--- config.mk ---
export PLATFORM = sky130hd
export DESIGN_NAME = etmr_cell
export DESIGN_NICKNAME = d
export VERILOG_FILES = /design/src/hw/rtl/etmr_pkg.sv /design/src/hw/rtl/etmr_cell.sv
export SDC_FILE = /design/constraint.sdc
export NUM_CORES = 1
export LEC_CHECK = 0
export BUFFER_PORTS_ARGS = -buffer_cell sky130_fd_sc_hd__buf_2
export CAP_MARGIN = 20
export CORE_ASPECT_RATIO = 1.25
export CORE_MARGIN = 5
export CORE_UTILIZATION = 46
export DETAILED_ROUTE_END_ITERATION = 8
export GPL_ROUTABILITY_DRIVEN = 1
export HOLD_SLACK_MARGIN = 0.03
export PLACE_DENSITY_LB_ADDON = 0.12
export SKIP_CTS_REPAIR_TIMING = 1
export SLEW_MARGIN = 20
export SYNTH_ARGS = -nofsm -noshare
export SYNTH_HDL_FRONTEND = slang
export SYNTH_SLANG_ARGS = --single-unit
--- constraint.sdc ---
create_clock -name i_clk -period 6.09 [get_ports i_clk]
set_input_delay 1.827 -clock i_clk [delete_from_list [all_inputs] [get_ports i_clk]]
set_output_delay 1.827 -clock i_clk [all_outputs]
set_load 0.005 [all_outputs]
--- src/hw/rtl/etmr_pkg.sv ---
// Shared types and constants for the expiry timer table.
// Used by etmr_cell, etmr_emit and expiry_timer_table; no dependencies.
`timescale 1ns / 1ps

package etmr_pkg;

    localparam int SLOTS_DEF = 32;

    localparam int TPS_W     = 14;
    localparam int SEC_W     = 16;
    localparam int OWNER_W   = 16;
    localparam int SLOT_W    = 5;
    localparam int KIND_W    = 2;
    localparam int TICK_W    = 32;
    localparam int PROD_W    = SEC_W + TPS_W;

    localparam logic [TPS_W-1:0] TPS_RESET = TPS_W'(100);

    // command codes on the input side
    localparam logic CMD_TICK = 1'b0;
    localparam logic CMD_SET  = 1'b1;

    // result kinds
    localparam logic [KIND_W-1:0] KIND_SET     = 2'd0;
    localparam logic [KIND_W-1:0] KIND_FULL    = 2'd1;
    localparam logic [KIND_W-1:0] KIND_EXPIRED = 2'd2;

    // command token that walks down the chain of cells
    typedef struct packed {
        logic               valid;
        logic               cmd;
        logic               claimed;   // a set already took a slot upstream
        logic [TICK_W-1:0]  value;     // expiry for set, new count for tick
        logic [OWNER_W-1:0] owner;
    } t_tok;

    // per-cell event, at most one cell fires per cycle
    typedef struct packed {
        logic               hit;
        logic [KIND_W-1:0]  kind;
        logic [OWNER_W-1:0] owner;
    } t_hit;

    // merged event of the whole chain
    typedef struct packed {
        logic               hit;
        logic [KIND_W-1:0]  kind;
        logic [OWNER_W-1:0] owner;
        logic [SLOT_W-1:0]  slot;
    } t_evt;

    // token leaving the far end of the chain
    typedef struct packed {
        logic               valid;
        logic               full;
        logic [OWNER_W-1:0] owner;
    } t_fin;

endpackage

--- src/hw/rtl/etmr_cell.sv ---
// One timer slot of the chain: active flag, expiry and owner.
// Depends on etmr_pkg for the token and event types.
`timescale 1ns / 1ps

module etmr_cell (
    input  logic          i_clk,
    input  logic          i_rst_n,
    input  logic          i_adv,
    input  etmr_pkg::t_tok i_tok,
    output etmr_pkg::t_tok o_tok,
    output etmr_pkg::t_hit o_hit
);

    logic                         r_active;
    logic [etmr_pkg::TICK_W-1:0]  r_expiry;
    logic [etmr_pkg::OWNER_W-1:0] r_owner;
    etmr_pkg::t_tok               r_tok;
    etmr_pkg::t_tok               n_tok;

    logic set_hit;
    logic exp_hit;

    assign set_hit = i_tok.valid && (i_tok.cmd == etmr_pkg::CMD_SET) &&
                     !i_tok.claimed && !r_active;
    // due when the expiry is not above the new count
    assign exp_hit = i_tok.valid && (i_tok.cmd == etmr_pkg::CMD_TICK) &&
                     r_active && !(r_expiry > i_tok.value);

    always_comb begin
        o_hit.hit   = set_hit || exp_hit;
        o_hit.kind  = set_hit ? etmr_pkg::KIND_SET : etmr_pkg::KIND_EXPIRED;
        o_hit.owner = set_hit ? i_tok.owner : r_owner;
    end

    // pass the token on, marked as claimed once a set took this slot
    always_comb begin
        n_tok         = i_tok;
        n_tok.claimed = i_tok.claimed || set_hit;
    end

    always_ff @(posedge i_clk) begin
        if (!i_rst_n) begin
            r_active    <= 1'b0;
            r_tok.valid <= 1'b0;
        end else if (i_adv) begin
            r_tok <= n_tok;
            if (set_hit) begin
                r_active <= 1'b1;
            end else if (exp_hit) begin
                r_active <= 1'b0;
            end
        end
    end

    always_ff @(posedge i_clk) begin
        if (i_adv && set_hit) begin
            r_expiry <= i_tok.value;
            r_owner  <= i_tok.owner;
        end
    end

    assign o_tok = r_tok;

endmodule

Word level (Yosys, flattened, before mapping)
Cells that the tools add are included.
{"block": "word_totals", "n_memories": 0, "wordCells": 29, "register_bits": 100, "out_inout_bits": 70, "mem_bits_rw": 0, "latch_bits": 0, "rom_bits": 0, "in_bits": 54}
{"block": "classes", "magnitude_cmp": 1, "multipliers": 0, "n_shift": 0, "n_eq_ne": 0, "n_reduce_logical": 15, "bitwise": 1, "mux": 4, "div": 0, "add_sub_neg": 0}
{"op": "$gt A32 B32 Y1", "n": 1}
{"op": "$mux W16", "n": 1}
{"op": "$logic_and A1 B1 Y1", "n": 7}
{"op": "$reduce_and A2 Y1", "n": 2}
{"op": "$logic_not A1 Y1", "n": 3}
{"op": "$logic_or A1 B1 Y1", "n": 2}
{"op": "$mux W1", "n": 2}
{"op": "$mux W2", "n": 1}
{"op": "$reduce_bool A2 Y1", "n": 1}
{"op": "$not A1 Y1", "n": 1}

Longest topological paths before layout
{"block": "depth", "word_depth": 6, "depth_mapped": 8, "ltp_nobuf": 8}

Worst setup path after synthesis
OpenSTA, ideal clock, no wires.
{"block": "synth_timing", "kind": "input to output", "startpoint": "input i_tok[33] in the netlist's numbering", "endpoint": "output o_hit[18] in the netlist's numbering", "cell_stages": 8, "path_buffers": 0, "t_required_ns": 4.263, "path_slack_ns": 0.798, "t_arrival_ns": 3.465, "cell_sequence": "inv_1 > ha_1 > a21o_1 > a221o_1 > a221o_1 > o31ai_2 > o31a_1 > a41o_1"}
{"element": "start, declared", "line_no": "etmr_cell.sv:9", "source": "input etmr_pkg::t_tok i_tok,"}
{"element": "end, declared", "line_no": "etmr_cell.sv:11", "source": "output etmr_pkg::t_hit o_hit"}

==> metrics.cfg <==
[outcome]
status=complete, no violations

[detailed_routing]
ant_nets=0
drtIter0Drc=100
met3_length_um=776
top_layer_used=met5
route.detailed.drc=0
avgRoutedWirePerCell_um=15.20
num_vias=2427
via_per_inst=4.835
drt_pass1_iterations=4
wl_met1_mm=3.277
drt-total-wl_mm=7.629
met2WireLength_mm=3.442

[worst_setup_path]
crit_start=i_tok[33]
critPathArrivalTime_ns=3.83
reg2regPathDepth=4
critPathMaxFanout=3
required_ns=4.26
crit_slowest_cell=a221o_1
crit_cells=10
critical_path.cell_chain=buf_2 -> inv_1 -> ha_1 -> a21o_1 -> a221o_1 -> a221o_1 -> o31ai_2 -> o31a_1 -> a41o_1 -> buf_2
crit_path_max_incr_delay_ns=0.37
r2r-start=r_active
end_kind=output pin
cp-endpoint=o_hit[18]
critPathBufInv=3
reg2reg_to=r_owner[15]
path_delay_family=compound AO/OA/AOI/OAI gates
critical_path_class=primary input to output pin
start_kind=primary input
rrSetupSlack_ns=3.78

[min_path]
min_path_type=flip-flop to flip-flop
min_from=o_tok[50]

[floorplanning]
initial_core_util_pct=47.14
die_w_um=94.23
fp-row-count=38
dieArea_mm2=0.01086
coreArea_mm2=0.008653
die_h_um=115.3
boundaryPins=124

[timing]
fin_skew_ns=0.006956
setup_viol=0
relSlewSlack_pct=47.82
tightestPinTransition_ns=0.7826
period_needed_ns=5.655
finalCritPeriodShare_pct=92.86
hold_viol_final=0
fin_tns_setup_ns=0
finalMaxSlewViolations=0
rsz0062_at_grt=no
fmax_mhz=176.8

[job]
max_cap_viol_count=0

[finish]
area_delta_synth_final_pct=23.68
antenna_cells=0
drive_above_1_share_pct=41.10
finalNonFillerCells=502
final_nets=463
final_area_mm2=0.005045

[grt]
grt_pass1_vias=2527
grt_max_degree=33
grt.overflow.total=0
antenna_found_initial=1
grt_first_pass_wirelength_mm=12.18
track_usage_pct=14.93

[clock_network]
cts.sinks=100
clock_latency_ns=0.36
htree_levels=3
cts_buffers=9
cts_tree=built
cts_root_buffer=clkbuf_8
cts_buffer_depth=2
clk_pin_slew_ns=0.09

[power]
ir_worst_vdd_uv=134.8
power_density_mw_per_mm2=258.9
p_total_mw=1.306
power_leakage_nw=2.140

[synthesis]
syn-num-nets=329
yosysSeqAreaShare_pct=73.13
yosysTopAreaCellShare_pct=72.15
synth_cell_types=35
synth_ff_type=edfxtp_1
synthTopCellsByCount=98 x edfxtp_1, 34 x inv_1, 32 x ha_1, 11 x a21oi_1, 11 x mux2_2
synthMostInstantiatedCell=edfxtp_1
yosys_warnings=0
synth_edf_count=98
yosys.area.top_type=edfxtp_1
synthCells=243
synth-seq-cells=100
synth_area_leaders=edfxtp_1 72%, ha_1 9.8%, inv_1 3.1%
avgSynthCellArea_um2=16.79
synth_async_sr_flop_share_pct=0
synthesis.area_mm2=0.004079

[place]
routabilityCongestion=0.7222
placed_area_mm2=0.004862
placedCellCount=486
portBuffers=122
hpwl_mm=5.619

-- worst reg2reg max path, stage by stage, from the launching register on --
cell	delay, ns
dfxtp_1	0.35
nor4b_2	0.32
buf_4	0.25
and2_2	0.69
buf_4	0.39
-- cells in the final DEF, fill, tap and decap left out, types with 2 or more instances in the layout --
| master | Yosys | layout |
|---|---|---|
| inv_1 | 34 | 34 |
| buf_2 | 1 | 122 |
| a21o_1 | 5 | 5 |
| a21oi_1 | 11 | 11 |
| a221o_1 | 2 | 2 |
| dfxtp_1 | 2 | 2 |
| mux2_1 | 5 | 5 |
| clkinv_1 | 0 | 2 |
| nand4_1 | 7 | 7 |
| edfxtp_1 | 98 | 98 |
| nand2_1 | 3 | 3 |
| a211oi_1 | 2 | 2 |
| buf_4 | 1 | 4 |
| nand3_1 | 7 | 7 |
| clkbuf_8 | 0 | 9 |
| clkinv_2 | 0 | 2 |
| ha_1 | 32 | 32 |
| mux2_2 | 11 | 11 |
| and2_2 | 1 | 3 |
-- layout make-up --
type                    count  area [um^2]
fillers                   737         3608
flip-flops and latches    100         2983
multi-input cells         106        960.9
repair buffers            126        640.6
well taps                 120        150.1
clock buffers              10        127.6
inverters                  34        127.6
clock inverters             6        55.05
-- routing by layer --
metal | GRT usage (%) | vias up
li1 | - | 1183
met1 | 18.36 | 1146
met2 | 22.73 | 84
met3 | 7.134 | 12
met4 | 6.069 | 2
met5 | 0 | -
-- sequential cells by signal, indices dropped and copies added, names as in the netlist --
name and count:
r_expiry 32, o_tok 51, r_active 1, r_owner 16
-- kinds of logic (layout without fill, tap and decap cells) --
group,count (synthesis),count (layout),share of synthesized area [%]
AND/OR/NAND/NOR,30,30,4.417
multiplexers,16,16,4.417
buffers and inverters,37,176,3.527
AO/OA/AOI/OAI,27,27,4.601
flip-flops,100,100,73.13
adder cells (fa/ha/maj),32,32,9.816
other,1,1,0.09194
-- how the worst min path moves through the flow --
stage / endpoint / slack [ns] / cells after the start
6_report: o_tok[50] / 0.49 / 2
5_1_grt: o_tok[50] / 0.57 / 2
4_1_cts: o_tok[50] / 0.49 / 2
3_5_place_dp: o_tok[50] / 0.48 / 2
3_3_place_gp: o_tok[50] / 0.49 / 2
2_1_floorplan: o_tok[50] / 0.47 / 2
-- power by group --
group	switching (mW)	internal (mW)	total [mW]
combinational	0.0596	0.0516	0.111
clock	0.214	0.186	0.400
sequential	0.00654	0.788	0.794
total	0.280	1.03	1.31
-- stage by stage --
stage          utilization [%]  setup slack, ns  hold slack, ns
6_report                 58.30           0.4348          0.4887
3_5_place_dp             56.19           0.4373          0.4824
3_3_place_gp             56.19           0.5242          0.4866
2_1_floorplan                -           0.7977          0.4722
4_1_cts                  58.30           0.4194          0.4925
5_1_grt                  58.30           0.3088          0.5730
No activity file was read; power rests on OpenSTA's default activity.
