==> src/hw/rtl/etmr_pkg.sv <==
// Shared types and constants for the expiry timer table.
// Used by etmr_cell, etmr_emit and expiry_timer_table; no dependencies.
`timescale 1ns / 1ps

package etmr_pkg;

    localparam int SLOTS_DEF = 32;

    localparam int TPS_W     = 14;
    localparam int SEC_W     = 16;
    localparam int OWNER_W   = 16;
    localparam int SLOT_W    = 5;
    localparam int KIND_W    = 2;
    localparam int TICK_W    = 32;
    localparam int PROD_W    = SEC_W + TPS_W;

    localparam logic [TPS_W-1:0] TPS_RESET = TPS_W'(100);

    // command codes on the input side
    localparam logic CMD_TICK = 1'b0;
    localparam logic CMD_SET  = 1'b1;

    // result kinds
    localparam logic [KIND_W-1:0] KIND_SET     = 2'd0;
    localparam logic [KIND_W-1:0] KIND_FULL    = 2'd1;
    localparam logic [KIND_W-1:0] KIND_EXPIRED = 2'd2;

    // command token that walks down the chain of cells
    typedef struct packed {
        logic               valid;
        logic               cmd;
        logic               claimed;   // a set already took a slot upstream
        logic [TICK_W-1:0]  value;     // expiry for set, new count for tick
        logic [OWNER_W-1:0] owner;
    } t_tok;

    // per-cell event, at most one cell fires per cycle
    typedef struct packed {
        logic               hit;
        logic [KIND_W-1:0]  kind;
        logic [OWNER_W-1:0] owner;
    } t_hit;

    // merged event of the whole chain
    typedef struct packed {
        logic               hit;
        logic [KIND_W-1:0]  kind;
        logic [OWNER_W-1:0] owner;
        logic [SLOT_W-1:0]  slot;
    } t_evt;

    // token leaving the far end of the chain
    typedef struct packed {
        logic               valid;
        logic               full;
        logic [OWNER_W-1:0] owner;
    } t_fin;

endpackage

==> src/hw/rtl/etmr_emit.sv <==
// Result stage: holds back one event to mark the last one, then an output register.
// Depends on etmr_pkg for the event types and result kinds.
`timescale 1ns / 1ps

module etmr_emit (
    input  logic                          i_clk,
    input  logic                          i_rst_n,
    input  etmr_pkg::t_evt                i_evt,
    input  etmr_pkg::t_fin                i_fin,
    output logic                          o_adv,
    output logic                          o_valid,
    input  logic                          i_ready,
    output logic [etmr_pkg::KIND_W-1:0]   o_kind,
    output logic [etmr_pkg::OWNER_W-1:0]  o_owner,
    output logic [etmr_pkg::SLOT_W-1:0]   o_slot,
    output logic                          o_last
);

    logic                          r_pend_valid;
    etmr_pkg::t_evt                r_pend;
    logic                          r_out_valid;
    logic [etmr_pkg::KIND_W-1:0]   r_out_kind;
    logic [etmr_pkg::OWNER_W-1:0]  r_out_owner;
    logic [etmr_pkg::SLOT_W-1:0]   r_out_slot;
    logic                          r_out_last;

    logic push;

    // move the chain only when the output register can take a result
    assign o_adv = !r_out_valid || i_ready;
    assign push  = o_adv && ((i_evt.hit && r_pend_valid) ||
                             (i_fin.valid && (r_pend_valid || i_fin.full)));

    always_ff @(posedge i_clk) begin
        if (!i_rst_n) begin
            r_pend_valid <= 1'b0;
            r_out_valid  <= 1'b0;
        end else begin
            if (o_adv && i_evt.hit) begin
                r_pend_valid <= 1'b1;
            end else if (o_adv && i_fin.valid) begin
                r_pend_valid <= 1'b0;
            end
            if (push) begin
                r_out_valid <= 1'b1;
            end else if (i_ready) begin
                r_out_valid <= 1'b0;
            end
        end
    end

    always_ff @(posedge i_clk) begin
        if (o_adv && i_evt.hit) begin
            r_pend <= i_evt;
        end
        if (push) begin
            if (r_pend_valid) begin
                r_out_kind  <= r_pend.kind;
                r_out_owner <= r_pend.owner;
                r_out_slot  <= r_pend.slot;
                r_out_last  <= i_fin.valid;
            end else begin
                r_out_kind  <= etmr_pkg::KIND_FULL;
                r_out_owner <= i_fin.owner;
                r_out_slot  <= '0;
                r_out_last  <= 1'b1;
            end
        end
    end

    assign o_valid = r_out_valid;
    assign o_kind  = r_out_kind;
    assign o_owner = r_out_owner;
    assign o_slot  = r_out_slot;
    assign o_last  = r_out_last;

endmodule

==> config.mk <==
export PLATFORM = sky130hd
export DESIGN_NAME = etmr_emit
export DESIGN_NICKNAME = d
export VERILOG_FILES = /design/src/hw/rtl/etmr_pkg.sv /design/src/hw/rtl/etmr_emit.sv
export SDC_FILE = /design/constraint.sdc
export NUM_CORES = 1
export LEC_CHECK = 0
export BUFFER_PORTS_ARGS = -buffer_cell sky130_fd_sc_hd__buf_2
export CORE_ASPECT_RATIO = 1.2
export CORE_MARGIN = 2
export CORE_UTILIZATION = 49
export CTS_BUF_LIST = sky130_fd_sc_hd__clkbuf_4 sky130_fd_sc_hd__clkbuf_8 sky130_fd_sc_hd__clkbuf_16
export CTS_CLUSTER_SIZE = 25
export DETAILED_ROUTE_END_ITERATION = 16
export PLACE_DENSITY_LB_ADDON = 0.1
export RECOVER_POWER = 100
export SKIP_LAST_GASP = 1
export SLEW_MARGIN = 20
export SYNTH_ARGS = -nofsm -noshare
export SYNTH_HDL_FRONTEND = slang
export SYNTH_SLANG_ARGS = --single-unit
==> constraint.sdc <==
create_clock -name i_clk -period 4.5 [get_ports i_clk]
set_clock_uncertainty 0.05 [all_clocks]
set_input_delay 0.225 -clock i_clk [delete_from_list [all_inputs] [get_ports i_clk]]
set_output_delay 0.225 -clock i_clk [all_outputs]
set_load 0.01 [all_outputs]
### Yosys cells after proc, flatten, opt, wreduce, memory -nomap -nowiden

Cells that the tools add are included.

* flip-flop bits (word level): 49
* output and inout port bits: 26

* multiplexer cells: 5
* reduce and logical (&&, ||, !) cells: 11

Operators with widths (number)
* 16-bit two-way mux: 1
* 1-bit logical AND: 5
* 1-bit two-way mux: 4
* 2-bit nonzero test: 2
* 1-bit logical OR: 3
* 1-bit zero test: 1

### Longest topological paths before layout

* depth in word-level cells: 5
* mapped depth: 4

### Worst setup path before layout

OpenSTA, ideal clock, no wires.

* kind: register -> register
* from: register r_out_valid, in the netlist o_valid
* to: register r_out_kind, in the netlist o_kind[0], enable pin
* path slack: 1.816 ns
* stages on the path, launching flop included: 4
* required time: 4.015 ns
* arrival: 2.199 ns
* buffers on the path: 0
* path through: dfxtp_1 > nand2b_4 > inv_1 > nor3_1

* longest elaborated chain between the ends: 3

RTL lines
* start: declaration: RTL line etmr_emit.sv:21 `logic r_out_valid;`
* start signal: assignment: RTL line etmr_emit.sv:37 `r_out_valid <= 1'b0;`
* start signal: assignment: RTL line etmr_emit.sv:45 `r_out_valid <= 1'b1;`
* start signal: assignment: RTL line etmr_emit.sv:47 `r_out_valid <= 1'b0;`
* 1-bit zero test: RTL line etmr_emit.sv:30 `assign o_adv = !r_out_valid || i_ready;`
* 1-bit logical OR: RTL line etmr_emit.sv:30
* via o_adv: RTL line etmr_emit.sv:10 `output logic o_adv,`
* 1-bit logical AND: RTL line etmr_emit.sv:31 `assign push = o_adv && ((i_evt.hit && r_pend_valid) ||`
* via push: RTL line etmr_emit.sv:27 `logic push;`
* end signal: assignment: RTL line etmr_emit.sv:58 `r_out_kind <= r_pend.kind;`
* end signal: assignment: RTL line etmr_emit.sv:63 `r_out_kind <= etmr_pkg::KIND_FULL;`
* end: declaration: RTL line etmr_emit.sv:22 `logic [etmr_pkg::KIND_W-1:0] r_out_kind;`

The timed path passes the listed nets, and every way through them passes these cells.
A chain may end at the register's enable or synchronous reset.

### Worst setup path in the final report

* from: register r_pend_valid
* to: register r_out_slot, in the netlist o_slot[3], enable pin

* longest elaborated chain between the ends: 4
* elaborated cells on any way between the ends: 5
* classes of those cells: reduce/logical (5)

RTL lines
* start: declaration: RTL line etmr_emit.sv:19 `logic r_pend_valid;`
* start signal: assignment: RTL line etmr_emit.sv:36 `r_pend_valid <= 1'b0;`
* start signal: assignment: RTL line etmr_emit.sv:40 `r_pend_valid <= 1'b1;`
* start signal: assignment: RTL line etmr_emit.sv:42 `r_pend_valid <= 1'b0;`
* 1-bit logical OR: RTL line etmr_emit.sv:32 `(i_fin.valid && (r_pend_valid || i_fin.full)));`
* 1-bit logical AND: RTL line etmr_emit.sv:32
* 1-bit logical OR (*): RTL line etmr_emit.sv:31
* 1-bit logical AND (*): RTL line etmr_emit.sv:31
* via push: RTL line etmr_emit.sv:27
* end signal: assignment: RTL line etmr_emit.sv:60 `r_out_slot <= r_pend.slot;`
* end: declaration: RTL line etmr_emit.sv:24 `logic [etmr_pkg::SLOT_W-1:0] r_out_slot;`

The timed path passes the listed nets; every way through them passes the cells marked *.

==> flow_metrics.py <==
metrics = {
    "clocking": {
        "ctsHoldBuffers": 0,
        "clock_latency_ns": 0.29,
        "tritoncts": "yes",
        "ctsHtreeMaxLevel": 2,
        "clk_pin_slew_ns": 0.08,
        "clk_path_buf_depth": 2,
        "clock-sinks": 49,
        "cts_setup_buffers": 0,
        "ctsResizeCount": 0,
        "cts_buffers": 5,
        "clock-root-buffer": "clkbuf_8",
    },
    "timing": {
        "layout_min_cycle_time_ns": 2.67,
        "setup_tns_ns": 0,
        "hold_viol": 0,
        "rsz0062_at_grt": "no",
        "maxSlewHeadroom_pct": 17.2,
        "setup_viol": 0,
        "setup_slack_ns": 1.83,
        "timing_max_transition_violations_final": 0,
        "min_period_over_period_pct": 59.3,
        "tightest_slew_ns": 1.24,
        "clock.fmax_ghz": 0.375,
    },
    "power_and_ir_drop": {
        "vdd_drop_max_v": 0.000207,
        "power.density_nw_per_um2": 413,
        "internal-power_uw": 736,
        "p_sw_uw": 182,
        "combPwrFrac_pct": 8.1,
        "p_leak_uw": 0.000836,
        "seqPwrFrac_pct": 60.3,
        "p_clk_share_pct": 31.6,
        "p_sw_share_pct": 19.8,
    },
    "yosys": {
        "synthesis.area_um2": 1830,
        "synth_cell_types": 16,
        "ys_seq_area_share_pct": 79.2,
        "synthesis.nets": 131,
        "synthCells": 86,
        "avgSynthCellArea_um2": 21.3,
        "ys_ff_latch": 49,
        "yosysWarnings": 0,
    },
    "setup_path": {
        "worstPathMaxFanout": 26,
        "startpoint": "r_pend_valid",
        "rr_startpoint": "r_pend_valid",
        "start_kind": "flip-flop",
        "cp.required_ns": 4.36,
        "end_kind": "flip-flop",
        "critical_path_class": "flip-flop to flip-flop",
        "cp.arrival_ns": 2.53,
    },
    "global_route": {
        "grt_max_degree": 27,
        "grt_overflow": 0,
        "grt_pass1_vias": 956,
        "antenna_found_initial": 0,
        "globalRouteTotalUtil_pct": 13.6,
        "grt_pass1_wl_um": 4140,
    },
    "detailed_routing": {
        "ant_nets": 0,
        "drt-total-wl_um": 2770,
        "vias_per_cell": 4.76,
        "dr.pass1.iters": 4,
        "wl_per_cell_um": 13.8,
        "drt_iter0_drc": 24,
        "drc_errors": 0,
        "vias": 956,
    },
    "die": {
        "num_rows": 24,
        "boundaryPins": 71,
        "die_y_um": 71,
        "initial_core_util_pct": 50.9,
        "die_area_um2": 4250,
        "die_x_um": 59.8,
        "coreArea_um2": 3600,
    },
    "placement": {
        "dp_cells": 193,
        "dpl.hpwl_um": 1890,
        "pre_cts_slack_ns": 2.36,
        "gp_congestion": 0.686,
        "port_buffers": 70,
    },
    "finish": {
        "fill_cells": 290,
        "final_cells": 201,
        "n_antenna_cell": 0,
        "final_layout_size_suffix_gt1_share_pct": 35.2,
        "nNetsFinal": 207,
        "area_delta_synth_final_pct": 21.3,
    },
    "flow_run": {
        "drv_cap": 0,
    },
    "outcome": {
        "run_status": "completed",
    },
    "min_path": {
        "worstHoldPathType": "primary input to flip-flop",
        "min_from": "i_evt[6]",
    },
}
-- synth_stat cells --
cell      number  area share [%]
dfxtp_1        2             2.2
inv_1          1            0.20
and2_1         8             2.7
nor3_1         1            0.27
mux2_2         4             2.5
o21a_1         1            0.41
buf_12         1             1.1
nand2b_4       1            0.75
edfxtp_1      47              77
nand2b_1       2            0.68
o21ai_0        1            0.27
mux2_4        12             9.8
nor2_1         1            0.20
a21oi_1        1            0.27
a21boi_0       1            0.41
buf_6          2             1.2
-- kinds of logic (layout without fill, tap and decap cells) --
family	after synthesis	count (layout)	synth area share, %
flip-flops	49	49	79.2
multiplexers	16	16	12.3
AND/OR/NAND/NOR	13	13	4.64
AO/OA/AOI/OAI	4	4	1.36
buffers and inverters	4	80	2.53
-- area by class of cell --
cell class | instances | area, um^2 | area share [%]
Tap cell | 39 | 48.8 | 2.19
Clock buffer | 5 | 68.8 | 3.10
Timing Repair Buffer | 72 | 325 | 14.6
Multi-Input combinational cell | 33 | 290 | 13.1
Sequential cell | 49 | 1450 | 65.3
Inverter | 1 | 3.75 | 0.169
Clock inverter | 2 | 35.0 | 1.58
-- stage by stage --
stage          util [%]  total power [uW]  area, um^2  hold WS [ns]
5_1_grt            61.7               959        2220        0.0277
4_1_cts            64.0               947        2310        0.0403
3_3_place_gp       61.1               652        2200         0.352
6_report           61.7               918        2220        0.0561
2_1_floorplan         -               615        1830         0.274
3_5_place_dp       61.1               655        2200         0.353
-- state kept, by name (all words and copies together) (netlist names) --
signal / flops
r_pend: 23
o_owner: 16
o_kind: 2
o_valid: 1
o_slot: 5
o_last: 1
r_pend_valid: 1
-- routing by layer --
metal | GRT usage [%] | wire length [um] | vias to the layer above
li1 | - | - | 474
met1 | 14.7 | 1030 | 438
met2 | 22.9 | 1510 | 44
met3 | 6.03 | 219 | 0
met4 | 5.19 | 0 | 0
met5 | 0 | 0 | -
-- final timing paths --
kind                to  slack [ns]  cells past startpoint
min reg2reg  o_kind[0]        0.46                      1
max          o_slot[3]        1.83                      3
max reg2reg  o_slot[3]        1.83                      3
min          r_pend[6]        0.06                      1
-- placed cells by master (no fill, tap or decap), types with 2 or more instances in the layout --
master,count
dfxtp_1,2
buf_2,44
clkbuf_1,28
and2_0,3
mux2_2,4
and2_1,5
mux2_1,12
edfxtp_1,47
nand2b_1,2
clkbuf_8,5
-- critical path, stage by stage (launching register included) --
cell      delay, ns
dfxtp_1        1.00
a21oi_1        0.15
nor3_2         0.15
clkbuf_1       0.93
-- power groups by stage --
| stage | registers (uW) | clock network, uW | logic (uW) |
|---|---|---|---|
| 3_5_place_dp | 564 | 0 | 90.8 |
| 2_1_floorplan | 568 | 0 | 47.1 |
| 6_report | 554 | 290 | 74.7 |
| 3_3_place_gp | 563 | 0 | 88.6 |
| 5_1_grt | 558 | 319 | 82.3 |
| 4_1_cts | 554 | 302 | 91.0 |
(Power assumes the default switching activity.)
